<file path="config.mk">
export PLATFORM = sky130hd
export DESIGN_NAME = gcd_cordic_cell
export DESIGN_NICKNAME = d
export VERILOG_FILES = /design/src/hw/rtl/gcd_pkg.sv /design/src/hw/rtl/gcd_cordic_cell.sv
export SDC_FILE = /design/constraint.sdc
export NUM_CORES = 1
export LEC_CHECK = 0
export BUFFER_PORTS_ARGS = -buffer_cell sky130_fd_sc_hd__buf_2
export CORE_UTILIZATION = 35
export CTS_CLUSTER_DIAMETER = 50
export DETAILED_ROUTE_END_ITERATION = 16
export PLACE_DENSITY = 0.62
export SETUP_SLACK_MARGIN = 0.02
export SLEW_MARGIN = 30
export SYNTH_ARGS = -nofsm -noshare
export SYNTH_HDL_FRONTEND = slang
export SYNTH_SLANG_ARGS = --single-unit
</file>
<file path="constraint.sdc">
create_clock -name i_clk -period 9.99 [get_ports i_clk]
set_input_delay 0.999 -clock i_clk [delete_from_list [all_inputs] [get_ports i_clk]]
set_output_delay 0.999 -clock i_clk [all_outputs]
set_load 0.01 [all_outputs]
</file>
<file path="src/hw/rtl/gcd_pkg.sv">
// Shared types, constants and the arctangent table for the great-circle distance unit.
// Used by the CORDIC cell, the square-root cell and the top level; depends on nothing.
package gcd_pkg;

    // CORDIC x/y datapath and angle accumulator, Q2.30 with headroom.
    typedef logic signed [33:0] t_cxy;
    typedef logic signed [32:0] t_cz;
    // Square-root remainder and partial root.
    typedef logic [61:0] t_rem;
    typedef logic [30:0] t_root;

    localparam logic signed [32:0] LAT_LIMIT    = 33'sd900000000;
    localparam logic signed [32:0] LON_LIMIT    = 33'sd1800000000;
    localparam logic signed [32:0] HALF_TURN    = 33'sd1800000000;
    localparam logic signed [32:0] QUARTER_TURN = 33'sd900000000;
    localparam logic signed [32:0] FULL_TURN    = 33'sd3600000000;
    localparam logic signed [33:0] ONE_Q30      = 34'sd1073741824;
    localparam logic [31:0] DEG_TO_RAD =
        32'(64'h3243F6A8885A308D / 64'd1800000000);
    localparam logic signed [33:0] CORDIC_GAIN_INV = 34'sh026DD3B6A;
    localparam logic [33:0] DIAMETER_MM = 34'd12742017600;
    localparam logic [34:0] DIST_MAX    = 35'd20015087000;
    localparam int SQRT_BITS = 31;

    function automatic logic [31:0] atan_q30(input logic [4:0] idx);
        logic [31:0] v;
        case (idx)
            5'd0:  v = 32'h3243F6A8;
            5'd1:  v = 32'h1DAC6705;
            5'd2:  v = 32'h0FADBAFC;
            5'd3:  v = 32'h07F56EA6;
            5'd4:  v = 32'h03FEAB76;
            5'd5:  v = 32'h01FFD55B;
            5'd6:  v = 32'h00FFFAAA;
            5'd7:  v = 32'h007FFF55;
            5'd8:  v = 32'h003FFFEA;
            5'd9:  v = 32'h001FFFFD;
            5'd10: v = 32'h000FFFFF;
            5'd11: v = 32'h0007FFFF;
            5'd12: v = 32'h0003FFFF;
            5'd13: v = 32'h0001FFFF;
            5'd14: v = 32'h0000FFFF;
            5'd15: v = 32'h00007FFF;
            5'd16: v = 32'h00003FFF;
            5'd17: v = 32'h00001FFF;
            5'd18: v = 32'h00000FFF;
            5'd19: v = 32'h000007FF;
            5'd20: v = 32'h000003FF;
            5'd21: v = 32'h000001FF;
            5'd22: v = 32'h000000FF;
            5'd23: v = 32'h0000007F;
            5'd24: v = 32'h0000003F;
            5'd25: v = 32'h0000001F;
            5'd26: v = 32'h0000000F;
            5'd27: v = 32'h00000008;
            5'd28: v = 32'h00000004;
            5'd29: v = 32'h00000002;
            5'd30: v = 32'h00000001;
            default: v = 32'h00000000;
        endcase
        return v;
    endfunction

endpackage

</file>
<file path="src/hw/rtl/gcd_cordic_cell.sv">
// One registered CORDIC micro-rotation, in rotation or vectoring mode.
// Depends on gcd_pkg for the datapath types and the arctangent table.
module gcd_cordic_cell #(
    parameter int STAGE     = 0,
    parameter bit VECTORING = 1'b0
) (
    input  logic            i_clk,
    input  gcd_pkg::t_cxy   i_x,
    input  gcd_pkg::t_cxy   i_y,
    input  gcd_pkg::t_cz    i_z,
    output gcd_pkg::t_cxy   o_x,
    output gcd_pkg::t_cxy   o_y,
    output gcd_pkg::t_cz    o_z
);

    localparam gcd_pkg::t_cz ATAN =
        gcd_pkg::t_cz'(gcd_pkg::atan_q30(5'(STAGE)));

    gcd_pkg::t_cxy w_xs;
    gcd_pkg::t_cxy w_ys;
    logic          w_pos;

    assign w_xs = i_x >>> STAGE;
    assign w_ys = i_y >>> STAGE;
    // Rotation drives z toward zero; vectoring drives y toward zero.
    assign w_pos = VECTORING ? (i_y <= 0) : (i_z >= 0);

    always_ff @(posedge i_clk) begin
        if (w_pos) begin
            o_x <= i_x - w_ys;
            o_y <= i_y + w_xs;
            o_z <= i_z - ATAN;
        end else begin
            o_x <= i_x + w_ys;
            o_y <= i_y - w_xs;
            o_z <= i_z + ATAN;
        end
    end

endmodule

</file>
==> results.py, run 1 <==
metrics = {
    "min_path": {
        "hold_path_depth": 1,
        "min_to": "o_z[2]",
        "hp-class": "in -> reg",
        "min_from": "i_z[2]",
    },
    "floorplan": {
        "initial_core_util": 0.356,
        "chipHeight_microns": 165,
        "die_w_microns": 165,
        "rows": 59,
        "pin_count": 203,
        "core_area_sq_um": 26000,
        "die-area_sq_um": 27100,
    },
    "layout": {
        "drive_gt1_frac": 0.176,
        "syn2layout_area_growth_pct": 16.7,
        "layout_commonest_cell": "buf_2",
        "antenna_cells": 0,
        "fin_nets": 1594,
        "post-route-util": 0.415,
        "fin_area_sq_um": 10800,
        "mostFrequentLayoutCells": "buf_2, a21oi_1, ha_1, inv_1, dfxtp_1",
    },
    "global_route": {
        "grt_max_degree": 108,
        "track_usage": 0.213,
        "grt_first_pass_wirelength_mm": 45.4,
        "grt-ovfl-total": 0,
        "grt_pass1_vias": 8726,
        "antenna_found_initial": 1,
    },
    "clocking": {
        "cts-root-buf": "clkbuf_16",
        "post_cts_buffers": 0,
        "htreeDepth": 3,
        "ctsHoldBuffers": 0,
        "worst_setup_hold_path_clk_slew_ns": 0.07,
        "cts.sink_count": 100,
        "cts-buffers-inserted": 9,
        "ctsResizeCount": 0,
        "cts_tree": "yes",
        "clock_path_buffers": 2,
    },
    "timing": {
        "setup_viol": 0,
        "slew_headroom": 0.386,
        "rsz0062_at_grt": "no",
        "setup_tns_ns": 0,
        "hold_violations": 0,
        "slew_viol_final": 0,
        "worst_pin_slew_ns": 0.921,
        "fmax_ghz": 0.252,
        "fin_crit_sh": 0.397,
        "min_period_ns": 3.97,
    },
    "status": {
        "outcome": "finished, final reports clean",
    },
    "drt": {
        "viasPerCell": 5.45,
        "postRouteAntennaNets": 0,
        "wl_mm": 29.3,
        "num_vias": 9265,
        "drc": 0,
        "firstDrtPassIters": 6,
        "drt_iter0_drc": 835,
        "wl_per_cell_microns": 17.2,
    },
    "placed_design": {
        "place_hpwl_mm": 23.3,
        "gp_congestion": 0.945,
        "port_buffers": 202,
        "dpl_cell_area_sq_um": 10500,
    },
    "logic_synthesis": {
        "syn-num-nets": 1425,
        "synth_edf_count": 0,
        "synthCells": 1192,
        "synth_area_sq_um": 9250,
        "yosysTopAreaCell": "dfxtp_1",
        "synth-seq-area-share": 0.216,
        "synth_area_leaders": "dfxtp_1, ha_1, a21oi_1",
        "synth_top_area_frac": 0.216,
        "yosysUniqueCellTypes": 83,
        "ys.flop_type": "dfxtp_1",
        "synth_area_per_cell_sq_um": 7.76,
        "yosysWarnings": 0,
        "synth.ff_latch_count": 100,
        "synth-async-reset-ratio": 0,
    },
    "power": {
        "p_per_area_nw_per_um2": 143,
        "p_leak_nw": 5.16,
        "ir_drop_mv": 0.0863,
    },
    "worst_setup_path": {
        "crit_path_max_incr_delay_ns": 0.50,
        "required_ns": 10.20,
        "slowest_stage": "fa_1",
        "cp_top_family": "compound AO/OA/AOI/OAI gates",
        "cp_max_fo": 51,
        "worstSetupStartpointType": "input port",
        "cp-end-kind": "flip-flop",
        "cp.buffers_inverters": 3,
        "setup.worst_path.class": "in -> reg",
        "critPathArrivalTime_ns": 4.18,
        "crit_chain": "buf_4 -> inv_2 -> buf_4 -> fa_1 -> a21o_1 -> a21oi_1 -> o21ai_0 -> a31oi_1 -> o21ai_1 -> a311oi_1 -> o21ai_0 -> nand4b_1 -> o211ai_1",
    },
    "flow_run": {
        "max-cap-violations": 0,
    },
}
==> how the worst max path moves through the flow <==
stage | from | to | slack (ns) | cells after the start
after floorplan | i_z[32] | o_z[31] | 5.98 | 13
after global placement | i_z[32] | o_z[26] | 5.73 | 11
after detailed placement | i_z[32] | o_z[31] | 5.70 | 13
after CTS | i_z[32] | o_z[31] | 6.08 | 13
after global routing | i_z[32] | o_z[31] | 5.82 | 13
final | i_z[32] | o_z[29] | 6.02 | 13
==> registers in the layout, summed over array words and instances, names as in the netlist <==
register  count
o_x          34
o_y          33
o_z          33
==> report_power, final <==
| part | switching, mW | internal, mW |
|---|---|---|
| combinational | 0.392 | 0.260 |
| sequential | 0.0241 | 0.490 |
| clock | 0.181 | 0.199 |
| total | 0.597 | 0.949 |
==> Yosys cell counts (13+ instances only) <==
library cell / number
nor3_1: 27
xnor2_1: 70
nand2_1: 62
a21o_1: 37
o21a_1: 14
dfxtp_1: 100
o21bai_1: 33
inv_1: 105
clkbuf_1: 21
mux2i_1: 13
nor2_1: 97
ha_1: 127
xor2_1: 17
a21oi_1: 143
nand3_1: 20
o21ai_0: 79
a211oi_1: 14
==> through the flow <==
stage | total power, mW | hold WS [ns] | worst slack, ns | instances
after global placement | 1.17 | 1.10 | 5.73 | 1685
after detailed placement | 1.17 | 1.10 | 5.70 | 1685
final | 1.55 | 0.738 | 6.02 | 1701
after floorplan | 0.940 | 1.03 | 5.98 | 1192
after CTS | 1.55 | 0.722 | 6.08 | 1701
after global routing | 1.64 | 0.729 | 5.82 | 1701
==> routing by layer <==
metal / vias up / track usage / wire, microns / share of wire
met5: - / 0 / 13 / 0.00044
met4: 2 / 0.0788 / 801 / 0.027
met2: 371 / 0.360 / 13600 / 0.47
li1: 4553 / - / - / -
met3: 61 / 0.0284 / 1970 / 0.067
met1: 4278 / 0.275 / 12900 / 0.44
==> cells by family (layout without fill, tap and decap cells) <==
family,after synthesis,in the layout,synth area share
xor gates and xnor gates,87,87,0.0824
muxes,13,13,0.0141
AOI/OAI and AO/OA,413,413,0.283
adders and majority gates,131,131,0.180
buffers and inverters,154,328,0.0671
DFF,100,100,0.216
and+or+nand+nor,294,294,0.156
==> cell type report <==
| type | count | area (sq um) |
|---|---|---|
| inverters | 108 | 405 |
| fillers | 2713 | 15200 |
| clock buffers | 9 | 225 |
| multi-input cells | 938 | 6630 |
| flip-flops and latches | 100 | 2000 |
| repair buffers | 204 | 1030 |
| clock inverters | 7 | 85.1 |
| well taps | 335 | 419 |
Power figures use the tool's default switching activity.
==> inputs of run 2 (changes only) <==
==> constraint.sdc (replaced) <==
create_clock -name i_clk -period 3.7 [get_ports i_clk]
set_input_delay 0.37 -clock i_clk [delete_from_list [all_inputs] [get_ports i_clk]]
set_output_delay 0.37 -clock i_clk [all_outputs]
set_load 0.01 [all_outputs]
==> results.py, run 2 (same netlist as run 1, synthesis figures left out) <==
metrics = {
    "status": {
        "outcome": "finished, violations left",
        "violations": "DRC",
    },
    "global_route": {
        "track_usage": 0.213,
        "grt_pass1_vias": 8650,
        "antenna_found_initial": 3,
        "grt_max_degree": 72,
        "met2_usage": 0.356,
        "grt-ovfl-total": 0,
        "busiest_layer": "met2",
        "grt_first_pass_wirelength_mm": 45.3,
        "use_met1": 0.280,
        "use_met3": 0.0334,
    },
    "power": {
        "power_frac_seq": 0.335,
        "finalPower_mw": 4.14,
        "p_per_area_nw_per_um2": 380,
        "p_sw_mw": 1.61,
        "intPower_mw": 2.53,
        "p_leak_nw": 5.23,
        "power_frac_clock": 0.234,
        "swShare": 0.389,
        "ir_drop_mv": 0.187,
        "pwr-share-comb": 0.431,
    },
    "timing": {
        "fmax_ghz": 0.328,
        "fin_crit_sh": 0.824,
        "setup_viol": 0,
        "worst_pin_slew_ns": 0.727,
        "hold_violations": 0,
        "rsz0062_at_grt": "no",
        "setup_tns_ns": 0,
        "min_period_ns": 3.05,
        "slew_headroom": 0.515,
        "slew_viol_final": 0,
    },
    "drt": {
        "postRouteAntennaNets": 0,
        "wl_per_cell_microns": 17.1,
        "drc": 8,
        "viasPerCell": 5.36,
        "firstDrtPassIters": 11,
        "num_vias": 9219,
        "wl_mm": 29.4,
        "drt_iter0_drc": 813,
    },
    "flow_run": {
        "max-cap-violations": 0,
    },
    "layout": {
        "biggestRegsByFlops": "o_x: 34 flops, o_y: 33 flops, o_z: 33 flops",
        "fin_area_sq_um": 10900,
        "layout_commonest_cell": "buf_2",
        "fin_nets": 1610,
        "drive_gt1_frac": 0.185,
        "largest_reg_flops": 34,
        "mostFrequentLayoutCells": "buf_2, a21oi_1, ha_1, inv_1, dfxtp_1",
        "largest_register": "o_x",
        "instances_no_fill": 1719,
        "post-route-util": 0.419,
        "syn2layout_area_growth_pct": 17.8,
    },
    "clocking": {
        "cts_tree": "yes",
        "clock_path_buffers": 2,
        "ctsResizeCount": 0,
        "post_cts_buffers": 0,
        "cts-buffers-inserted": 9,
        "htreeDepth": 3,
        "cts.sink_count": 100,
        "worst_setup_hold_path_clk_slew_ns": 0.07,
        "cts-root-buf": "clkbuf_16",
        "ctsHoldBuffers": 0,
    },
    "placed_design": {
        "place_hpwl_mm": 23.5,
        "port_buffers": 202,
        "dpl_cell_area_sq_um": 10600,
        "gp_congestion": 0.942,
        "place_inst": 1701,
    },
    "worst_setup_path": {
        "setup.worst_path.class": "in -> reg",
        "cp-end-kind": "flip-flop",
        "cp_max_fo": 9,
        "critPathArrivalTime_ns": 3.28,
        "crit_path_max_incr_delay_ns": 0.48,
        "required_ns": 3.93,
        "slowest_stage": "ha_1",
        "crit_start": "i_x[4]",
        "crit_path_frequent_cell": "inv_1",
        "cp.buffers_inverters": 3,
        "crit_chain": "buf_2 -> inv_1 -> ha_1 -> inv_1 -> a2111o_1 -> o21a_1 -> o211ai_1 -> nand3_1 -> a211o_1 -> a311oi_1 -> a21oi_1 -> xnor2_1",
        "cp_top_family": "compound AO/OA/AOI/OAI gates",
        "worstSetupStartpointType": "input port",
    },
    "floorplan": {
        "chipHeight_microns": 165,
        "die-area_sq_um": 27100,
        "pin_count": 203,
        "core_area_sq_um": 26000,
        "initial_core_util": 0.356,
        "die_w_microns": 165,
        "rows": 59,
    },
    "min_path": {
        "min_from": "i_z[2]",
        "hp-class": "in -> reg",
    },
}
## run 2: changes by cell type in the layout (fill, tap and decap cells not counted), sizes merged
cell	delta
buf	+16
clkbuf	+2
diode	+2
bufinv	-1
clkinv	-1
## run 2: through the flow
| stage | worst slack (ns) | hold WS [ns] |
|---|---|---|
| 2_1_floorplan | 0.322 | 0.398 |
| 3_3_place_gp | 0.402 | 0.472 |
| 4_1_cts | 0.743 | 0.0964 |
| 3_5_place_dp | 0.369 | 0.474 |
| 5_1_grt | 0.463 | 0.0952 |
| 6_report | 0.650 | 0.111 |
## run 2: final cells by class
cell class              count  area (sq um)
inverters                 108           405
clock inverters             5          43.8
flip-flops and latches    100          2000
diodes                      2          5.00
clock buffers              11           243
fillers                  2731         15100
well taps                 335           419
repair buffers            220          1150
multi-input cells         938          6630
## run 2: worst paths after layout
check                  to  slack [ns]  depth (start not counted)
setup / recovery  o_y[29]        0.65                         12
hold / removal     o_z[2]        0.11                          1
## run 2: metal layers
metal | vias to the layer above | part of all wire
met1 | 4222 | 0.45
met3 | 51 | 0.068
met2 | 363 | 0.46
met4 | 2 | 0.023
li1 | 4581 | -
met5 | - | 0.00044
## run 2: power by group through the flow
stage	Combinational, mW	Sequential, mW	Clock, mW
4_1_cts	1.78	1.39	0.997
3_3_place_gp	1.77	1.41	0
2_1_floorplan	0.993	1.54	0
5_1_grt	1.95	1.41	1.04
6_report	1.79	1.39	0.967
3_5_place_dp	1.76	1.41	0
