`src/hw/rtl/gcd_pkg.sv`:
```
// Shared types, constants and the arctangent table for the great-circle distance unit.
// Used by the CORDIC cell, the square-root cell and the top level; depends on nothing.
package gcd_pkg;

    // CORDIC x/y datapath and angle accumulator, Q2.30 with headroom.
    typedef logic signed [33:0] t_cxy;
    typedef logic signed [32:0] t_cz;
    // Square-root remainder and partial root.
    typedef logic [61:0] t_rem;
    typedef logic [30:0] t_root;

    localparam logic signed [32:0] LAT_LIMIT    = 33'sd900000000;
    localparam logic signed [32:0] LON_LIMIT    = 33'sd1800000000;
    localparam logic signed [32:0] HALF_TURN    = 33'sd1800000000;
    localparam logic signed [32:0] QUARTER_TURN = 33'sd900000000;
    localparam logic signed [32:0] FULL_TURN    = 33'sd3600000000;
    localparam logic signed [33:0] ONE_Q30      = 34'sd1073741824;
    localparam logic [31:0] DEG_TO_RAD =
        32'(64'h3243F6A8885A308D / 64'd1800000000);
    localparam logic signed [33:0] CORDIC_GAIN_INV = 34'sh026DD3B6A;
    localparam logic [33:0] DIAMETER_MM = 34'd12742017600;
    localparam logic [34:0] DIST_MAX    = 35'd20015087000;
    localparam int SQRT_BITS = 31;

    function automatic logic [31:0] atan_q30(input logic [4:0] idx);
        logic [31:0] v;
        case (idx)
            5'd0:  v = 32'h3243F6A8;
            5'd1:  v = 32'h1DAC6705;
            5'd2:  v = 32'h0FADBAFC;
            5'd3:  v = 32'h07F56EA6;
            5'd4:  v = 32'h03FEAB76;
            5'd5:  v = 32'h01FFD55B;
            5'd6:  v = 32'h00FFFAAA;
            5'd7:  v = 32'h007FFF55;
            5'd8:  v = 32'h003FFFEA;
            5'd9:  v = 32'h001FFFFD;
            5'd10: v = 32'h000FFFFF;
            5'd11: v = 32'h0007FFFF;
            5'd12: v = 32'h0003FFFF;
            5'd13: v = 32'h0001FFFF;
            5'd14: v = 32'h0000FFFF;
            5'd15: v = 32'h00007FFF;
            5'd16: v = 32'h00003FFF;
            5'd17: v = 32'h00001FFF;
            5'd18: v = 32'h00000FFF;
            5'd19: v = 32'h000007FF;
            5'd20: v = 32'h000003FF;
            5'd21: v = 32'h000001FF;
            5'd22: v = 32'h000000FF;
            5'd23: v = 32'h0000007F;
            5'd24: v = 32'h0000003F;
            5'd25: v = 32'h0000001F;
            5'd26: v = 32'h0000000F;
            5'd27: v = 32'h00000008;
            5'd28: v = 32'h00000004;
            5'd29: v = 32'h00000002;
            5'd30: v = 32'h00000001;
            default: v = 32'h00000000;
        endcase
        return v;
    endfunction

endpackage

```
`src/hw/rtl/gcd_sqrt_cell.sv`:
```
// One registered step of a digit-by-digit integer square root: settles one root bit.
// Depends on gcd_pkg for the remainder and root types.
module gcd_sqrt_cell #(
    parameter int BIT = 0
) (
    input  logic            i_clk,
    input  gcd_pkg::t_rem   i_rem,
    input  gcd_pkg::t_root  i_root,
    output gcd_pkg::t_rem   o_rem,
    output gcd_pkg::t_root  o_root
);

    gcd_pkg::t_rem w_trial;

    // (root + 2^BIT)^2 - root^2 = root * 2^(BIT+1) + 2^(2*BIT)
    assign w_trial = (gcd_pkg::t_rem'(i_root) << (BIT + 1))
                   + (gcd_pkg::t_rem'(1) << (2 * BIT));

    always_ff @(posedge i_clk) begin
        if (i_rem >= w_trial) begin
            o_rem  <= i_rem - w_trial;
            o_root <= i_root | (gcd_pkg::t_root'(1) << BIT);
        end else begin
            o_rem  <= i_rem;
            o_root <= i_root;
        end
    end

endmodule

```
`config.mk`:
```
export PLATFORM = sky130hd
export DESIGN_NAME = gcd_sqrt_cell
export DESIGN_NICKNAME = d
export VERILOG_FILES = /design/src/hw/rtl/gcd_pkg.sv /design/src/hw/rtl/gcd_sqrt_cell.sv
export SDC_FILE = /design/constraint.sdc
export NUM_CORES = 1
export LEC_CHECK = 0
export BUFFER_PORTS_ARGS = -buffer_cell sky130_fd_sc_hd__buf_2
export CORE_ASPECT_RATIO = 1.1
export CORE_MARGIN = 2
export CORE_UTILIZATION = 28
export CTS_BUF_LIST = sky130_fd_sc_hd__clkbuf_8
export CTS_CLUSTER_DIAMETER = 40
export CTS_CLUSTER_SIZE = 28
export DETAILED_ROUTE_END_ITERATION = 16
export SLEW_MARGIN = 20
export SYNTH_ARGS = -nofsm -noshare
export SYNTH_HDL_FRONTEND = slang
export SYNTH_SLANG_ARGS = --single-unit
```
`constraint.sdc`:
```
create_clock -name i_clk -period 3.7 [get_ports i_clk]
set_clock_uncertainty 0.2 [all_clocks]
set_input_delay 1.11 -clock i_clk [delete_from_list [all_inputs] [get_ports i_clk]]
set_output_delay 1.11 -clock i_clk [all_outputs]
set_load 0.005 [all_outputs]
```
==> impl.org, run 1 <==
** STA
- Setup repair after global routing missed its margin :: yes
- Actual transition at the worst max-transition pin :: 0.536 ns
- Minimum clock period after layout :: 3.58 ns
- The final critical path takes up 96.7% of the cycle.
- Highest achievable clock rate :: 279 MHz
- Headroom to the max-slew limit came out at 63.8%.
- Worst hold-check slack :: 0.644 ns
- The total count of hold-check failures in the final report is 0.
- Setup slack of the critical path after layout :: 0.122 ns
- The max-slew violation count is 0.
- Setup violations remaining at the end of the flow were counted as 0.

** Die
- From bottom edge to top edge, the die measures 146 um.
- Initial cell density of the core :: 28.3%
- The die covers 19500 um2.
- Floorplan Core Area :: 18200 um2
- Top-level I/O count :: 187
- The floorplan has 52 rows.
- Floorplan die width :: 133 um

** Setup path
- On the critical path, the stage with the largest delay is an instance of sky130_fd_sc_hd__a2111oi_1.
- Setup crit start :: i_root[16]
- Chain of cells forming the critical path :: buf_2 -> inv_1 -> ha_1 -> o21ai_0 -> o211ai_1 -> nand3_1 -> a211oi_4 -> buf_4 -> o31ai_4 -> buf_4 -> a2111oi_1 -> buf_4 -> xor2_1
- Peak fanout along the critical path :: 5
- The critical path contains buffers and inverters numbering 5 combined.
- STA puts the critical path data arrival time at 3.70 ns.
- STA classifies the critical path startpoint as an input pin.
- The cell that appears most often on the critical path is sky130_fd_sc_hd__buf_4.
- Top Family by Delay on Critical Path :: compound AO/OA/AOI/OAI gates
- STA puts the critical path data required time at 3.82 ns.
- CP Capture Type :: flop
- On the worst path, the slowest cell contributes a delay of 0.38 ns.
- Category of the critical setup timing path :: in2reg

** Place
- GP Congestion :: 0.880
- Placed Cells incl. Taps :: 1126
- Summing all placed instances gives a cell area of 7270 um2.
- After legalization and detailed placement, the total HPWL measured 13100 um.
- PortBufs :: 186
- Worst slack at placement :: -0.379 ns

** Logic synthesis
- Mapped Nets :: 717
- Asr flop ratio synth :: 0%
- In this run, distinct cell masters in the synthesized netlist total 65.
- Primary flip-flop cell chosen by synthesis mapping :: sky130_fd_sc_hd__dfxtp_1
- The cell count after synthesis came out at 590.
- Per-instance average area after synthesis :: 8.72 um2
- Sequential fraction of the synthesis area :: 36.2%
- Combined area of all synthesized cells :: 5150 um2
- Synth warnings :: 0
- Counting flops with a built-in enable in the synthesized netlist gives 0.
- Synthesis inferred 93 register bits.

** Detailed routing
- Detailed-route DRC error count :: 0
- For this block, the via count after detailed routing is 5170.
- After detailed routing, the average wire length per cell comes to 13.8 um.
- After the first detailed-routing iteration, the DRC count stood at 205.
- Routed wire length :: 15800 um
- The detail route stage leaves a number of antenna-violating nets equal to 0.
- Pre-Repair DR Iteration Count :: 4
- In the routed layout, each cell is associated on average with a via count of 4.53.

** Cells and area
- The post-route netlist has 41.3% of its cells at a drive strength greater than 1.
- At the end of the flow, the number of nets in the layout was 1022.
- From synthesis to final layout, the design area changed by 45.5%.
- Finished Layout Cells :: 1142
- The finished cells cover 7490 um2.
- 0 antenna diodes ended up in the layout.

** Power
- Worst-case vdd ir drop :: 0.137 mV
- Total power divided by cell area :: 341 nW/um2
- Summing internal, switching and leakage power gives 2.55 mW.
- Static leakage :: 3.56 nW

** Clock network
- CTS tree :: yes
- In this run, post-CTS hold repair placed 0 buffers.
- Clock-pin slew was measured on the worst setup and hold paths at 0.09 ns.
- Clock root cell :: sky130_fd_sc_hd__clkbuf_8
- TritonCTS created 9 clock buffers.
- TritonCTS sink count :: 93
- The longest clock path from root to sink contains 2 buffers.
- The clock tree synthesis step divided the H-tree into 3 levels.

** Global route
- For this run, the total global-route usage over all layers was measured as 16.2%.
- Maximum number of pins on one net before global-route repair :: 39
- Wire length of the first global-routing pass :: 25300 um
- Summed over all layers, the global routing overflow is 0.
- The via count of the first global-routing pass came to 5211.
- Antenna violations before repair :: 0

** Min path
- Kind of path behind the tightest hold check :: in2reg
- The startpoint identified for the worst hold timing path is i_root[20].

** Status
- The flow ran to the end, and the final reports show no timing, DRC or antenna violations.

** Run
- Max cap viols :: 0
## sequential cells by signal, summed over array words and instances, names as in the netlist
| register | cells |
|---|---|
| o_rem | 62 |
| o_root | 31 |
## cells in the final DEF (no fill, tap or decap), drive strengths merged, types with 10 or more instances in the layout
cell and n:
a21o 12, a21oi 38, buf 321, clkbuf 10
dfxtp 93, ha 32, inv 45, nand2 65
nand4 13, nor2 29, nor3 16, nor4 16
o21ai 48, xnor2 24, xor2 35
## layout make-up
class / count / area [um2]
multi-input combinational: 425 / 3030
sequential: 93 / 1860
clock buffer: 10 / 138
fill: 1865 / 10700
clock inverter: 5 / 27.5
inverter: 45 / 169
tap: 243 / 304
timing repair buffer: 321 / 1960
## kinds of logic after synthesis
kind of cell,Yosys count,share of synthesized area (%)
mux,2,0.413
xor+xnor,59,10.0
buf+inv,72,5.74
compound gates,143,18.0
simple gates,188,21.5
flops,93,36.2
fa+ha+maj,33,8.17
## power by group
group,switching (mW),internal [mW],total [mW]
Clock,0.364,0.254,0.619
Combinational,0.391,0.397,0.789
Sequential,0.0270,1.12,1.14
Total,0.783,1.77,2.55
## final timing paths
kind,to,cells past startpoint
setup / recovery,o_rem[49],13
hold / removal,o_root[20],1
## routing by layer
layer / track usage [%] / share of wire, %
met4: 5.37 / 2.2
met2: 28.3 / 49
met3: 4.27 / 5.8
met1: 19.1 / 43
met5: 0 / 0
## stage by stage
step / util, % / setup TNS (ns)
CTS: 40.8 / 0
floorplan: - / 0
global placement: 39.9 / -10.28
global route: 41.1 / -0.0557
finish: 41.1 / 0
detailed placement: 39.9 / -12.67
## cells in the mapped netlist (3+ instances only)
master                     count  area, um2
sky130_fd_sc_hd__inv_1        45        169
sky130_fd_sc_hd__or4_1         5       37.5
sky130_fd_sc_hd__nor4b_1       4       35.0
sky130_fd_sc_hd__nand2_1      65        244
sky130_fd_sc_hd__ha_1         32        400
sky130_fd_sc_hd__o21a_1        3       22.5
sky130_fd_sc_hd__nand4_1      13       81.3
sky130_fd_sc_hd__nand2b_1      4       25.0
sky130_fd_sc_hd__a211oi_1      6       45.0
sky130_fd_sc_hd__nor4_2        4       50.1
sky130_fd_sc_hd__nor3_2        3       30.0
sky130_fd_sc_hd__nor2_1       29        109
sky130_fd_sc_hd__a21o_1       12       90.1
sky130_fd_sc_hd__o211ai_1      7       52.6
sky130_fd_sc_hd__nor4_1        9       56.3
sky130_fd_sc_hd__xor2_1       35        307
sky130_fd_sc_hd__dfxtp_1      93       1860
sky130_fd_sc_hd__or3_1         6       37.5
sky130_fd_sc_hd__clkbuf_1     20       75.1
sky130_fd_sc_hd__nor4_4        3       63.8
sky130_fd_sc_hd__o21bai_1      7       52.6
sky130_fd_sc_hd__or2_2         4       25.0
sky130_fd_sc_hd__buf_4         4       30.0
sky130_fd_sc_hd__o21ai_0      47        235
sky130_fd_sc_hd__nand3_1       6       30.0
sky130_fd_sc_hd__nor3_1       11       55.1
sky130_fd_sc_hd__a21oi_1      38        190
sky130_fd_sc_hd__xnor2_1      24        210
sky130_fd_sc_hd__nor2b_1       3       18.8
## repair_timing
| item | CTS | global route |
|---|---|---|
| hold endpoints to repair | 0 | 0 |
| endpoints found under the setup margin | 0 | 45 |
| resized for setup | 0 | 11 |
| buffers inserted | 0 | 1 |
Note: power is estimated with default switching activity, not from simulation.
==> run 2: changes to the inputs <==
Settings changed: CORE_MARGIN 2 to unset.
==> impl.org, run 2 (synthesis gave the netlist of run 1 again) <==
** Cells and area
- The count of antenna diodes in the layout came to 0 (unchanged).
- P&R area growth vs syn :: 45.6% (was 45.5%)
- Utilization of the core after routing :: 41.9% (was 41.1%)
- Regs by FF count: o_rem: 62 flops, o_root: 31 flops (unchanged).
- Largest Register :: o_rem (unchanged)
- The area occupied by multi-input gates came to 3020 um2 (was 3030 um2).
- Most used cells in the layout excluding fill and tap cells: 186 x sky130_fd_sc_hd__buf_2, 132 x sky130_fd_sc_hd__buf_4, 93 x sky130_fd_sc_hd__dfxtp_1 (was 186 x sky130_fd_sc_hd__buf_2, 133 x sky130_fd_sc_hd__buf_4, 93 x sky130_fd_sc_hd__dfxtp_1).
- Fill cell instance count of the final layout :: 1836 (was 1865)
- The area used by sequential logic in the layout was 1860 um2 (unchanged).
- The most common cell after layout, fill and taps aside is sky130_fd_sc_hd__buf_2 (unchanged).
- NumNets Final :: 1021 (was 1022)
- Fraction of final layout cells sized beyond drive strength 1 :: 41.0% (was 41.3%)
- Largest register FFs :: 62 (unchanged)

** Clock network
- Number of buffers inserted for hold repair after clock tree synthesis :: 0 (unchanged)
- The TritonCTS clock tree is yes (unchanged).
- The CTS root buffer is sky130_fd_sc_hd__clkbuf_8 (unchanged).
- The CTS buffer count came to 9 (unchanged).
- The clock transition time at the flip-flop clock pins of the worst setup and hold paths came to 0.09 ns (about the same).
- TritonCTS sink count :: 93 (unchanged)
- Number of buffers on the longest clock path :: 2 (unchanged)
- The H-tree level count came to 3 (unchanged).

** Min path
- The cell depth of the worst hold path was 1 (unchanged).
- Kind of path behind the tightest hold check :: in2reg (unchanged)
- Hold Crit Start :: i_root[22] (was i_root[20])
- The end point of the worst hold path is o_root[22] (was o_root[20]).

** STA
- Actual transition at the worst max-transition pin :: 0.519 ns (was 0.536 ns)
- The final critical-path setup slack was 0.101 ns (was 0.122 ns).
- The hold slack was 0.642 ns (was 0.644 ns).
- # setup viols final :: 0 (unchanged)
- Final Hold Violating Endpoints :: 0 (unchanged)
- The headroom to the max-slew limit is 65.3% (was 63.8%).
- The time the worst path needs with I/O delays and setup came to 3.60 ns (was 3.58 ns).
- The highest clock frequency the design can meet came to 278 MHz (was 279 MHz).
- The period utilization was 97.3% (was 96.7%).
- The max-slew violation count is 0 (unchanged).

** Detailed routing
- Pre-Repair DR Iteration Count :: 4 (unchanged)
- Remaining antenna violation count after routing :: 0 (unchanged)
- Via count :: 5131 (was 5170)
- The post-detailed-route DRC marker count is 0 (unchanged).
- Routed wire length :: 15300 um (was 15800 um)
- Wire per inst :: 13.5 um (was 13.8 um)
- Drt initial violations :: 302 (was 205)
- The via density per instance is 4.52 (was 4.53).

** Power
- Switching share of power :: 29.4% (was 30.7%)
- The internal power was 1.84 mW (was 1.77 mW).
- The power after layout is 2.61 mW (was 2.55 mW).
- Combinational share of power :: 30.2% (was 30.9%)
- The power per unit of standard cell area is 348 nW/um2 (was 341 nW/um2).
- The leakage power summed over all cells was 3.55 nW (was 3.56 nW).
- The sequential group share of total power came to 43.9% (was 44.9%).
- Worst-case vdd ir drop :: 0.146 mV (was 0.137 mV)
- Clock power share :: 25.9% (was 24.2%)
- The net load switching power was 0.768 mW (was 0.783 mW).

** Die
- Top-level I/O count :: 187 (unchanged)
- The die footprint was 18900 um2 (was 19500 um2).
- Initial cell density of the core :: 28.8% (was 28.3%)
- Floorplan Core Area :: 17900 um2 (was 18200 um2)
- Die height :: 144 um (was 146 um)
- The die span in x is 131 um (was 133 um).
- The number of cell rows was 51 (was 52).

** Setup path
- Cell mode on critical path :: sky130_fd_sc_hd__buf_4 (unchanged)
- Peak fanout along the critical path :: 5 (unchanged)
- Required time at the endpoint of the critical path :: 3.81 ns (was 3.82 ns)
- The start-to-end type of the worst setup path was in2reg (unchanged).
- The launching element type of the critical path is an input pin (unchanged).
- Crit-path slowest cell :: sky130_fd_sc_hd__o211ai_1 (was sky130_fd_sc_hd__a2111oi_1)
- Chain of cells forming the critical path: buf_2 -> inv_1 -> ha_1 -> buf_4 -> a211oi_2 -> o21bai_2 -> o2111a_1 -> o211ai_1 -> buf_4 -> nand2_1 -> a21o_1 -> nor4b_4 -> xor2_1 (was buf_2 -> inv_1 -> ha_1 -> o21ai_0 -> o211ai_1 -> nand3_1 -> a211oi_4 -> buf_4 -> o31ai_4 -> buf_4 -> a2111oi_1 -> buf_4 -> xor2_1).
- Worst Path Arrival :: 3.71 ns (was 3.70 ns)
- CP Capture Type :: flop (unchanged)
- Max stage delay on crit path :: 0.33 ns (was 0.38 ns)

** Status
- Result of the run: complete, no violations (unchanged).

** Place
- The final weighted congestion of routability-driven global placement came to 0.858 (was 0.880).
- PortBufs :: 186 (unchanged)
- The worst setup timing slack at the placement stage is -0.369 ns (was -0.379 ns).
- The placed wire-length estimate after detailed placement is 12800 um (was 13100 um).

** Global route
- The number of antenna violations at the first check in global routing came to 0 (unchanged).
- The pin count of the biggest net entering global routing is 39 (unchanged).
- The wire length of the first global-routing pass is 24500 um (was 25300 um).
- Total grt overflow :: 0 (unchanged)
- Vias in the first global route :: 5128 (was 5211)
- Total GRT Usage :: 16.3% (was 16.2%)

** Run
- Max cap viols :: 0 (unchanged)
## run 2: cell count changes in the layout (fill, tap and decap cells not counted), moves of 2 or more
| cell | previous run | this run |
|---|---|---|
| sky130_fd_sc_hd__o21ai_0 | 45 | 47 |
| sky130_fd_sc_hd__nor4b_2 | 2 | 0 |
| sky130_fd_sc_hd__o21ai_1 | 3 | 1 |
| sky130_fd_sc_hd__a2111oi_1 | 3 | 1 |
| sky130_fd_sc_hd__clkinv_2 | 4 | 1 |
## run 2: routing by layer
metal  global-route usage, %  vias up  wire [um]
met1                    19.4     2293       6810
met2                    28.7      149       7410
met3                    3.86       16        882
li1                        -     2673          -
met4                    5.69        0        197
met5                       0        -          0
## run 2: worst max-delay path: cells and delay by family
family / cells / cell delay (ns)
compound gates: 5 / 1.22
buf+inv: 4 / 0.47
simple gates: 2 / 0.43
fa+ha+maj: 1 / 0.28
xor+xnor: 1 / 0.18
## run 2: area by class of cell
type	instances	share of cell area, %
Sequential cell	93	24.8
Clock inverter	4	0.668
Clock buffer	10	1.84
Tap cell	238	3.97
Multi-Input combinational cell	425	40.4
Inverter	45	2.25
Timing Repair Buffer	320	26.1
## run 2: power by group through the flow
stage               registers, mW  logic [mW]  clock network [mW]
finish                       1.14       0.787               0.676
global route                 1.15       0.875               0.745
CTS                          1.15       0.791               0.713
detailed placement           1.17       0.787                   0
global placement             1.17       0.786                   0
floorplan                    1.19       0.339                   0
## run 2: stage by stage
step | area, um2 | setup TNS, ns | std cells
finish | 7490 | 0 | 1135
global route | 7490 | -0.00795 | 1135
CTS | 7450 | 0 | 1134
detailed placement | 7260 | -11.40 | 1120
global placement | 7260 | -9.10 | 1120
floorplan | 5150 | 0 | 590
## run 2: what timing repair did
item,4_1_cts,5_1_grt
endpoints found under the setup margin,0,19
buffers inserted,0,1
gates resized for setup,0,7
## run 2: worst max-delay path by stage
stage | startpoint | slack (ns) | to | depth (start not counted)
final | i_root[0] | 0.10 | o_rem[53] | 13
after global routing | i_root[1] | -0.007 | o_rem[60] | 13
after CTS | i_root[0] | 0.04 | o_rem[53] | 13
after detailed placement | i_root[0] | -0.37 | o_rem[61] | 14
after global placement | i_root[0] | -0.37 | o_rem[49] | 12
after floorplan | i_root[18] | 0.02 | o_rem[61] | 11
==> run 3: changes to the inputs <==
Settings changed: ABC_AREA set to 1.
==> impl.org, run 3 <==
** Die
- Floorplan die width :: 148 um (was 131 um)
- The initial core utilization came to 28.7% (was 28.8%).
- The die footprint is 24100 um2 (was 18900 um2).
- Die height :: 163 um (was 144 um)
- Num rows :: 58 (was 51)
- Top-level I/O count :: 187 (unchanged)
- The area of the core region was 22900 um2 (was 17900 um2).

** Clock network
- The quantity of hold-fixing buffers added after cts was 0 (unchanged).
- Clock input transition at the sequential cells of the worst setup and hold paths :: 0.09 ns (about the same)
- The CTS root buffer is sky130_fd_sc_hd__clkbuf_8 (unchanged).
- The TritonCTS clock tree is yes (unchanged).
- The post-CTS setup buffer count is 0 (unchanged).
- The maximum buffer depth of the clock tree is 2 (unchanged).
- TritonCTS buffer count :: 9 (unchanged)
- Count of H-tree levels built during CTS :: 3 (unchanged)
- The number of sinks on the clock net came to 93 (unchanged).
- The count of cells resized by post-cts repair was 0 (unchanged).

** STA
- # setup viols final :: 0 (unchanged)
- The max-slew violation count is 0 (unchanged).
- Final Hold Violating Endpoints :: 0 (unchanged)
- Setup repair after global routing left no endpoint under its margin.
- Total negative slack for setup checks :: 0 ns (unchanged)
- The period utilization was 85.0% (was 97.3%).
- The final critical-path setup slack came to 0.554 ns (was 0.101 ns).
- Minimum clock period after layout :: 3.15 ns (was 3.60 ns)
- Actual transition at the worst max-transition pin :: 0.535 ns (was 0.519 ns)
- The highest clock frequency the design can meet was 318 MHz (was 278 MHz).
- The hold slack was 0.633 ns (was 0.642 ns).
- Slew margin rel. :: 64.0% (was 65.3%)

** Setup path
- CP startpoint kind :: input pin (unchanged)
- Required time at the endpoint of the critical path :: 3.81 ns (about the same)
- The worst endpoint data arrival time was 3.25 ns (was 3.71 ns).
- The endpoint kind of the worst setup timing path is a flop (unchanged).
- The maximum fanout encountered on the critical timing path is 40 (was 5).
- Category of the critical setup timing path :: in2reg (unchanged)

** Cells and area
- Regs by FF count :: o_rem: 62 flops, o_root: 31 flops (unchanged)
- Number of diodes :: 0 (unchanged)
- The register with the most flip-flops was o_rem (unchanged).
- The area growth from synthesis to layout is 23.9% (was 45.6%).
- The area occupied by multi-input gates came to 3850 um2 (was 3020 um2).
- Most used cells in the layout excluding fill and tap cells :: 406 x sky130_fd_sc_hd__nand2_1, 200 x sky130_fd_sc_hd__inv_1, 186 x sky130_fd_sc_hd__buf_2 (was 186 x sky130_fd_sc_hd__buf_2, 132 x sky130_fd_sc_hd__buf_4, 93 x sky130_fd_sc_hd__dfxtp_1)
- The area used by sequential logic in the layout is 1860 um2 (unchanged).
- Fill cell instance count of the final layout :: 2647 (was 1836)
- Largest register FFs :: 62 (unchanged)
- Fraction of final layout cells sized beyond drive strength 1 :: 21.9% (was 41.0%)
- Cell area after layout :: 8150 um2 (was 7490 um2)
- Most common cell after layout, fill and taps aside :: sky130_fd_sc_hd__nand2_1 (was sky130_fd_sc_hd__buf_2)
- The number of nets in the finished design came to 1419 (was 1021).

** Detailed routing
- The highest routed metal layer is met4 (unchanged).
- The mean routed wirelength per cell is 14.1 um (was 13.5 um).
- Detailed-route DRC error count :: 0 (unchanged)
- The number of optimization iterations in the first detailed-route pass is 5 (was 4).
- Via count :: 7016 (was 5131)
- The number of violations reported at the end of detailed-routing iteration 0 came to 365 (was 302).
- Routed length on met3 :: 1300 um (was 882 um)
- Detailed-route vias per instance :: 4.40 (was 4.52)
- Metal1 wirelength :: 9810 um (was 6810 um)
- The length of routed met2 wiring was 10800 um (was 7410 um).
- Remaining antenna violation count after routing :: 0 (unchanged)
- The overall routed net length is 22400 um (was 15300 um).

** Logic synthesis
- Synth Instances :: 1090 (was 590)
- The synthesized area divided by synthesized cell count was 6.03 um2 (was 8.72 um2).
- The number of enable flip-flop cells after synthesis came to 0 (unchanged).
- Unique masters post-synth :: 36 (was 65)
- List of most frequent post-synthesis cells: 406 x sky130_fd_sc_hd__nand2_1, 198 x sky130_fd_sc_hd__inv_1, 103 x sky130_fd_sc_hd__nor2_1, 93 x sky130_fd_sc_hd__dfxtp_1, 59 x sky130_fd_sc_hd__nand3_1 (was 93 x sky130_fd_sc_hd__dfxtp_1, 65 x sky130_fd_sc_hd__nand2_1, 47 x sky130_fd_sc_hd__o21ai_0, 45 x sky130_fd_sc_hd__inv_1, 38 x sky130_fd_sc_hd__a21oi_1).
- Top area cells in the synthesized netlist :: sky130_fd_sc_hd__dfxtp_1 28%, sky130_fd_sc_hd__nand2_1 23%, sky130_fd_sc_hd__inv_1 11% (was sky130_fd_sc_hd__dfxtp_1 36%, sky130_fd_sc_hd__ha_1 7.8%, sky130_fd_sc_hd__xor2_1 6.0%)
- The number of nets produced by synthesis came to 1217 (was 717).
- The async set-or-reset flop fraction in the synthesized netlist came to 0% (unchanged).
- The most frequently used flop master after synthesis is sky130_fd_sc_hd__dfxtp_1 (unchanged).
- Most used standard cell by instance count after synthesis :: sky130_fd_sc_hd__nand2_1 (was sky130_fd_sc_hd__dfxtp_1)
- The cell type with the largest total area after synthesis is sky130_fd_sc_hd__dfxtp_1 (unchanged).
- Sequential fraction of the synthesis area :: 28.3% (was 36.2%)
- The number of warning messages in the yosys log came to 0 (unchanged).
- Combined area of all synthesized cells :: 6580 um2 (was 5150 um2)
- Yosys top cell area share :: 28.3% (was 36.2%)
- Number of flip-flops and latches in the synthesized netlist :: 93 (unchanged)

** Global route
- The total track usage came to 18.8% (was 16.3%).
- Total grt overflow :: 0 (unchanged)
- The wire length of the first global-routing pass was 34300 um (was 24500 um).
- The pin count of the biggest net entering global routing came to 41 (was 39).
- Vias in the first global route :: 6606 (was 5128)
- The number of antenna violations at the first check in global routing is 1 (was 0).

** Min path
- The cell depth of the worst hold path is 1 (unchanged).
- Hold Crit Start :: i_root[3] (was i_root[22])
- Kind of path behind the tightest hold check :: in2reg (unchanged)
- Hold Crit Endpoint :: o_root[3] (was o_root[22])

** Status
- Result of the run: complete, no violations (unchanged).

** Place
- Worst slack at placement :: 0.177 ns (was -0.369 ns)
- HPWL after DPL :: 19500 um (was 12800 um)
- GP Congestion :: 0.929 (was 0.858)
- The cell area reported after detailed placement was 7930 um2 (was 7260 um2).
- The count of input and output buffers was 186 (unchanged).

** Power
- The power after layout is 2.69 mW (was 2.61 mW).
- Worst-case vdd ir drop :: 0.140 mV (was 0.146 mV)
- The power per unit of standard cell area is 331 nW/um2 (was 348 nW/um2).
- Static leakage :: 4.41 nW (was 3.55 nW)

** Run
- Max cap viols :: 0 (unchanged)
## run 3: changes by cell type in the layout (fill, tap and decap cells not counted), moves of 33 or more
cell | previous run | this run
sky130_fd_sc_hd__o21ai_0 | 47 | 14
sky130_fd_sc_hd__nor2_1 | 29 | 103
sky130_fd_sc_hd__buf_4 | 132 | 12
sky130_fd_sc_hd__inv_1 | 45 | 200
sky130_fd_sc_hd__nand2_1 | 65 | 406
sky130_fd_sc_hd__nand3_1 | 6 | 59
## run 3: routing by layer
layer	GRT usage [%]	vias to the layer above
met5	0	-
met4	6.42	0
met3	4.17	28
met2	32.7	181
met1	22.6	3106
li1	-	3701
## run 3: critical path: stages
cell and delay (ns):
sky130_fd_sc_hd__buf_2 0.11, sky130_fd_sc_hd__ha_1 0.35, sky130_fd_sc_hd__a21oi_1 0.21, sky130_fd_sc_hd__inv_1 0.06
sky130_fd_sc_hd__nor2_1 0.19, sky130_fd_sc_hd__nand2_1 0.13, sky130_fd_sc_hd__inv_2 0.06, sky130_fd_sc_hd__nand2_1 0.07
sky130_fd_sc_hd__inv_2 0.05, sky130_fd_sc_hd__nand2_2 0.05, sky130_fd_sc_hd__nand2_2 0.08, sky130_fd_sc_hd__nand2_4 0.05
sky130_fd_sc_hd__inv_2 0.32, sky130_fd_sc_hd__buf_12 0.25, sky130_fd_sc_hd__nand2_1 0.06, sky130_fd_sc_hd__o21ai_1 0.08
## run 3: cells by family after synthesis
group | Yosys count | share of synthesized area, %
xor gates and xnor gates | 27 | 3.60
buffers and inverters | 219 | 13.2
adders and majority gates | 33 | 6.39
AOI/OAI and AO/OA | 82 | 8.14
DFF | 93 | 28.3
and+or+nand+nor | 636 | 40.4
## run 3: report_power, final
part	internal, mW	switching [mW]	leakage [nW]	total (mW)
Sequential	1.11	0.0266	0.784	1.14
Combinational	0.313	0.477	3.51	0.790
Clock	0.394	0.368	0.115	0.761
## run 3: final cells by class
cell class	count	area share, %
Timing Repair Buffer	200	13.0
Sequential cell	93	22.9
Clock inverter	5	0.937
Multi-Input combinational cell	778	47.2
Tap cell	300	4.61
Clock buffer	10	1.69
Inverter	210	9.68
## run 3: worst max path at each step
stage                          start   endpoint  slack, ns  cells after the start
after detailed placement   i_rem[31]   o_rem[3]       0.18                     13
after CTS                  i_rem[31]  o_rem[14]       0.59                     14
after floorplan           i_root[30]  o_root[0]       0.69                     14
after global placement     i_root[7]  o_rem[50]       0.21                     12
final                      i_rem[29]   o_rem[9]       0.55                     16
after global routing       i_rem[29]  o_rem[10]       0.31                     16
## run 3: stage by stage
stage	util (%)	std cells
after floorplan	-	1090
after global placement	34.6	1581
after CTS	35.5	1596
after global routing	35.5	1596
final	35.5	1596
after detailed placement	34.6	1581
